### config.mk
export PLATFORM = sky130hd
export DESIGN_NAME = nsc_line_tracker
export DESIGN_NICKNAME = d
export VERILOG_FILES = /design/src/nsc_pkg.sv /design/src/nsc_line_tracker.sv
export SDC_FILE = /design/constraint.sdc
export NUM_CORES = 1
export LEC_CHECK = 0
export CORE_MARGIN = 2
export CORE_UTILIZATION = 50
export CTS_CLUSTER_SIZE = 12
export DETAILED_ROUTE_END_ITERATION = 6
export DONT_BUFFER_PORTS = 1
export GPL_TIMING_DRIVEN = 0
export PLACE_DENSITY_LB_ADDON = 0.2
export SETUP_SLACK_MARGIN = 0.3
export SYNTH_ARGS = -nofsm -noshare
export SYNTH_HDL_FRONTEND = slang
export SYNTH_SLANG_ARGS = --single-unit
### constraint.sdc
create_clock -name clk -period 8 [get_ports clk]
set_input_delay 1.6 -clock clk [delete_from_list [all_inputs] [get_ports clk]]
set_output_delay 1.6 -clock clk [all_outputs]
set_load 0.05 [all_outputs]
### src/nsc_pkg.sv
// Package for the NMEA sentence checker: verdict types, fault codes and character constants.
package nsc_pkg;

	localparam int ADDR_W = 3;
	localparam int DATA_W = 32;
	localparam int LEN_W = 10;
	localparam logic [LEN_W-1:0] LEN_SAT = 10'd1023;
	localparam logic [LEN_W-1:0] MIN_LENGTH_RESET = 10'd11;
	localparam logic [0:0] REG_MIN_LENGTH = 1'b0;

	localparam logic [7:0] CH_DOLLAR = 8'h24;
	localparam logic [7:0] CH_STAR = 8'h2A;
	localparam logic [7:0] CH_NL = 8'h0A;

	typedef enum logic [2:0] {
		FAULT_OK       = 3'd0,
		FAULT_SHORT    = 3'd1,
		FAULT_FRAMING  = 3'd2,
		FAULT_CHECKSUM = 3'd3,
		FAULT_OVERLONG = 3'd4
	} fault_t;

	typedef struct packed {
		logic             ok;
		fault_t           fault;
		logic [LEN_W-1:0] length;
		logic [7:0]       chk;
	} verdict_t;

	typedef struct packed {
		logic head_valid;
		logic skid_valid;
	} buf_status_t;

	// Uppercase ASCII hex digit of a nibble.
	function automatic logic [7:0] hex_digit(input logic [3:0] v);
		logic [7:0] r;
		if (v < 4'd10) begin
			r = 8'h30 + {4'd0, v};
		end else begin
			r = 8'h41 + {4'd0, v} - 8'd10;
		end
		return r;
	endfunction

endpackage

### src/nsc_line_tracker.sv
// Per-line state of the checker and the verdict for a line that ends with the current byte.
module nsc_line_tracker #(
	parameter int MAX_LINE = 1024
) (
	input  logic                     clk,
	input  logic                     arst_n,
	input  logic                     accept,
	input  logic [7:0]               data_byte,
	input  logic [nsc_pkg::LEN_W-1:0] min_length,
	output nsc_pkg::verdict_t        verdict
);

	localparam int CNT_W = $clog2(MAX_LINE);
	localparam int LW = (CNT_W + 1 > nsc_pkg::LEN_W) ? CNT_W + 1 : nsc_pkg::LEN_W;
	localparam int OVL_SHOWN = (MAX_LINE - 1 > 1023) ? 1023 : MAX_LINE - 1;

	logic [CNT_W-1:0] count_q;
	logic [7:0]       lead_q;
	logic [7:0]       tail_q [4];
	logic [7:0]       xor_q;
	logic             overlong_q;

	logic             is_nl;
	logic [CNT_W:0]   len_w;
	logic [LW-1:0]    len_ext;
	logic             short_line;
	logic [7:0]       chk;

	assign is_nl = (data_byte == nsc_pkg::CH_NL);

	always_ff @(posedge clk or negedge arst_n) begin
		if (!arst_n) begin
			count_q <= '0;
			lead_q <= '0;
			xor_q <= '0;
			overlong_q <= 1'b0;
			for (int i = 0; i < 4; i++) tail_q[i] <= '0;
		end else if (accept) begin
			if (is_nl) begin
				count_q <= '0;
				lead_q <= '0;
				xor_q <= '0;
				overlong_q <= 1'b0;
				for (int i = 0; i < 4; i++) tail_q[i] <= '0;
			end else if (!overlong_q) begin
				if (count_q == '0) begin
					lead_q <= data_byte;
				end else begin
					xor_q <= xor_q ^ data_byte;
				end
				for (int i = 3; i > 0; i--) tail_q[i] <= tail_q[i-1];
				tail_q[0] <= data_byte;
				count_q <= count_q + 1'b1;
				if (count_q >= CNT_W'(MAX_LINE - 2)) overlong_q <= 1'b1;
			end
		end
	end

	assign len_w = {1'b0, count_q} + 1'b1;
	assign len_ext = LW'(len_w);
	assign short_line = (count_q < CNT_W'(5));
	assign chk = short_line ? 8'h00 : (xor_q ^ tail_q[0] ^ tail_q[1] ^ tail_q[2] ^ tail_q[3]);

	always_comb begin
		verdict.ok = 1'b0;
		verdict.fault = nsc_pkg::FAULT_OK;
		verdict.chk = chk;
		verdict.length = (len_ext > LW'(nsc_pkg::LEN_SAT)) ? nsc_pkg::LEN_SAT
			: len_ext[nsc_pkg::LEN_W-1:0];
		if (overlong_q) begin
			verdict.fault = nsc_pkg::FAULT_OVERLONG;
			verdict.chk = 8'h00;
			verdict.length = nsc_pkg::LEN_W'(OVL_SHOWN);
		end else if (len_ext <= LW'(min_length)) begin
			verdict.fault = nsc_pkg::FAULT_SHORT;
		end else if (short_line || lead_q != nsc_pkg::CH_DOLLAR
				|| tail_q[3] != nsc_pkg::CH_STAR) begin
			verdict.fault = nsc_pkg::FAULT_FRAMING;
		end else if (tail_q[2] != nsc_pkg::hex_digit(chk[7:4])
				|| tail_q[1] != nsc_pkg::hex_digit(chk[3:0])) begin
			verdict.fault = nsc_pkg::FAULT_CHECKSUM;
		end else begin
			verdict.ok = 1'b1;
		end
	end

endmodule

# After elaboration in Yosys (flattened, before gate mapping)
# Index checks and enable logic that the tools add are counted.
[word_totals] reg_bits=59 input_bits=21 out_inout_bits=22
[classes] n_addsub=8 magnitude_cmp=6 n_eq_ne=7 mux=32 bitwise=5 n_reduce_logical=8
[ops] operator="8-bit two-way mux" n=15
[ops] operator="32-bit two-way mux" n=2
[ops] operator="8-bit XOR" n=5
[ops] operator="10-bit two-way mux" n=3
[ops] operator="18-bit two-way mux" n=1
[ops] operator="7-bit by 4-bit adder with 8-bit output, first input constant" n=2
[ops] operator="8-bit by 6-bit inequality test with 1-bit output, second input constant" n=2
[ops] operator="8-bit inequality test" n=2
[ops] operator="8-bit by 4-bit subtractor with 8-bit output, second input constant" n=2
[ops] operator="6-bit by 4-bit adder with 7-bit output, first input constant" n=2
[ops] operator="10-bit by 1-bit adder with 11-bit output, second input constant" n=1
[ops] operator="11-bit by 10-bit > comparator with 1-bit output, second input constant" n=1
[ops] operator="11-bit by 10-bit less-or-equal comparator with 1-bit output" n=1
[ops] operator="10-bit by 1-bit adder with 10-bit output, second input constant" n=1
[ops] operator="10-bit greater-or-equal comparator, second input constant" n=1
[ops] operator="10-bit zero test" n=1
[ops] operator="10-bit by 3-bit less-than comparator with 1-bit output, second input constant" n=1
[ops] operator="8-bit by 4-bit == test with 1-bit output, second input constant" n=1
[ops] operator="4-bit less-than comparator, second input constant" n=2
[ops] operator="1-bit two-way mux" n=7
[ops] operator="2-bit two-way mux" n=3
[ops] operator="3-bit AND reduction" n=2
[ops] operator="1-bit logical OR" n=3
[ops] operator="3-bit two-way mux" n=1
[ops] operator="4 further kinds" n=4

# Logic depth before layout (Yosys ltp)
[logic_depth] ltp_word=17 mapped_depth=13

# Worst setup path before layout
# Ideal clock, no wire load.
[synth_path] kind="input -> output" startpoint="input min_length[1] in the netlist's numbering" endpoint="output verdict[19] in the netlist's numbering" t_arrival_ps=4048 required_time_ps=6400 path_slack_ps=2352 path_stages=10 n_path_buf=0 cell_sequence="inv_1 > ha_1 > nor2b_1 > o21a_1 > o21a_1 > o21a_1 > o21ai_0 > a2111o_1 > nor2b_1 > a211oi_1"
[synth_rtl] element="start: declaration" line="nsc_line_tracker.sv:9" rtl="input logic [nsc_pkg::LEN_W-1:0] min_length,"
[synth_rtl] element="end: declaration" line="nsc_line_tracker.sv:10" rtl="output nsc_pkg::verdict_t verdict"

==> metrics.txt <==
outcome=finished clean; synthesized cell area=between 3000 and 4000 sq um; min-delay src=lead_q[2]; synth top area cells=dfrtp_1 (39%), a22o_1 (6.5%), ha_1 (5.7%), xnor2_1 (4.7%), nand2_1 (3.9%); cts repair resizes=0; Pwr Density=338 nW/um^2; htree depth=3; final hold vios=0; vias in the first global route=2678; Vias/cell=about 5.8; post-synthesis mux area share=slightly below 4%; P&R area growth vs syn=9.84%; port bufs=0; P_sw=about 520 uW; Ports=43; Internal Pwr Total=875 uW; Worst-Skew Late Latency=0.33 ns; part of the power in registers=33.9%; total CTS buffers=9; Reg2Reg Depth=4; r2r startpoint=overlong_q; gr ovfl total=0; largest family of logic cells by synthesized area=simple AND/OR/NAND/NOR gates; Post-Synth Simple-Gate Area=17.7%; setup_tns=0 ns; WHS Path Cells=1; fraction of final layout cells sized beyond drive strength 1=11.1%; setup bufs post-CTS=0; WL/cell=~18 um; xor and xnor area share after synthesis=between 10% and 20%; gpl congestion=roughly 0.79; Most used DFF post-synth=dfrtp_1; Die W=~91 um; Post-synth top cells=dfrtp_1 (59), nand2_1 (39), nor2_1 (32); min cycle time layout=5.73 ns; drt first pass iters=4; Clock Power Share=around a quarter; first-pass GRT wire length=about 15 mm; R2R Setup Slk=roughly 5.9 ns; Final period util=71.6%; VDD IR max=0.143 mV; most frequent cell after synthesis=dfrtp_1; Yosys cell types=between 50 and 60; Yosys top cell area share=between 30 and 40%; CTS tree=done; CTS Hold Bufs=0; Reg clk slew, reported paths=around 0.070 ns; worst clock skew=roughly 0.0049 ns; Compound-Gate Fraction of Synth Area=15.3%; slew margin rel.=a little over a third; core box area=between 7000 and 8000 sq um; vias=about 2800; max_cap viols=0; DRC Markers=0; Hold Path End=lead_q[2]; Post-Route WL=approximately 8.8 mm; Placed Instance Area=3880 sq um; Antenna Cells=0; fmax=0.175 GHz; Final #Nets=roughly 420; Seq cells post-synth=between 50 and 60; design area=between 4000 and 5000 sq um; crit path DAT=4.13 ns; Setup-failing EPs final=0; Die Area=8210 sq um; Sw Ratio=37.2%; Initial Util=roughly half; RSZ-0062 raised after global routing=no; post-synthesis sequential area ratio=39.3%; Synth Warn #=0; fraction of the mapped netlist area in adder cells=under 10%; clk buf depth=2; Mapped Avg Cell Area=around 10 sq um; Routed Antenna Nets=0; Hold WC Path Type=reg -> reg; Slew @ Worst Pin=around 0.94 ns; Lkg Pwr=between 1.5 and 2 nW; kind of critical path=reg -> out; Post-Syn Instances=around 370; cell taking the most area after synthesis=dfrtp_1; maximum number of pins on one net before global-route repair=60; ys async rst share=between 90% and 100%; Overall Global Routing Usage=a little under a quarter; Worst Path Required=6.40 ns; FF-to-FF End=tail_q[29]; clock tree root buffer cell=clkbuf_8; Max Slew Vio Count=0; CP Max Fanout=10; Post-synth EDFFs=0; Worst setup SP type=register; clk sinks=59; Die H=90.6 um; Comb pwr share=between 40% and 50%; 1st-iter DRT viols=between 150 and 200; initial antenna violation count=0; Final HPWL DP=roughly 6.5 mm; Rows=31; Worst Setup End Kind=output port; total power=1.39 mW; Syn Nets=approximately 400
-- cell usage in the layout, fill, tap and decap left out, types with 6 or more instances in the layout --
| cell type | synthesis | layout |
|---|---|---|
| inv_1 | 20 | 20 |
| nor2_1 | 32 | 32 |
| nand3_1 | 8 | 8 |
| ha_1 | 17 | 17 |
| xor2_1 | 16 | 16 |
| xnor2_1 | 20 | 20 |
| xnor3_1 | 6 | 6 |
| a22o_1 | 28 | 28 |
| o21ai_0 | 13 | 13 |
| clkbuf_1 | 10 | 10 |
| clkbuf_8 | 0 | 9 |
| nor3_1 | 6 | 6 |
| dfrtp_1 | 59 | 59 |
| mux2_2 | 8 | 8 |
| nand2_1 | 39 | 39 |
-- area by class of cell --
cell class / count / area [sq um]
clock inverter: 7 / 116
clock buffer: 9 / 124
multi-input combinational: 281 / 2150
tap: 99 / 124
buffer: 13 / 55.1
inverter: 20 / 75.1
sequential: 59 / 1480
fill: 634 / 3130
-- worst max-delay path, stage by stage, from the launching register on --
cell and delay [ns]:
dfrtp_1 0.46, inv_1 0.15, ha_1 0.21, nand2b_1 0.15
and3_1 0.22, buf_2 0.19, or2_2 0.31, ha_1 0.29
nor2b_1 0.15, a21oi_1 0.17, o211ai_1 0.09, a211o_1 0.32
nor4_4 0.34, nor3b_2 0.76
-- worst max-delay path by stage --
stage,from,to
2_1_floorplan,min_length[1],verdict[19]
3_3_place_gp,min_length[1],verdict[19]
4_1_cts,count_q[0],verdict[21]
3_5_place_dp,count_q[0],verdict[21]
6_report,count_q[0],verdict[21]
5_1_grt,count_q[0],verdict[21]
-- metal layers --
metal	global-route usage, %	vias to the layer above	wire (um)	share of wire (%)
met1	35.6	1372	4440	51
met2	31.1	83	3690	42
met4	5.38	0	93	1.1
met3	5.01	11	559	6.4
met5	0	-	0	0
li1	-	1344	-	-
-- registers in the layout, indices dropped and copies added (netlist names) --
register / cells
lead_q: 8
count_q: 10
overlong_q: 1
xor_q: 8
tail_q: 32
-- stage by stage --
stage	util, %	worst slack (ns)	hold slack [ns]	cells
2_1_floorplan	-	2.35	0.467	373
3_3_place_gp	53.4	2.19	0.487	472
3_5_place_dp	53.5	2.64	0.492	472
4_1_cts	56.8	2.27	0.507	488
5_1_grt	56.8	2.01	0.535	488
6_report	56.8	2.27	0.507	488
-- cells by family after synthesis --
logic type / count (synthesis)
mux: 13
flops: 59
fa+ha+maj: 17
compound gates: 77
simple gates: 127
xor+xnor: 47
buf+inv: 33
-- power by group through the flow --
stage / clock (mW) / combinational [mW] / sequential, mW
detailed placement: 0 / 0.585 / 0.476
global placement: 0 / 0.577 / 0.471
finish: 0.329 / 0.592 / 0.472
CTS: 0.332 / 0.590 / 0.471
global route: 0.348 / 0.654 / 0.483
floorplan: 0 / 0.498 / 0.444
Note: power is estimated with default switching activity, not from simulation.
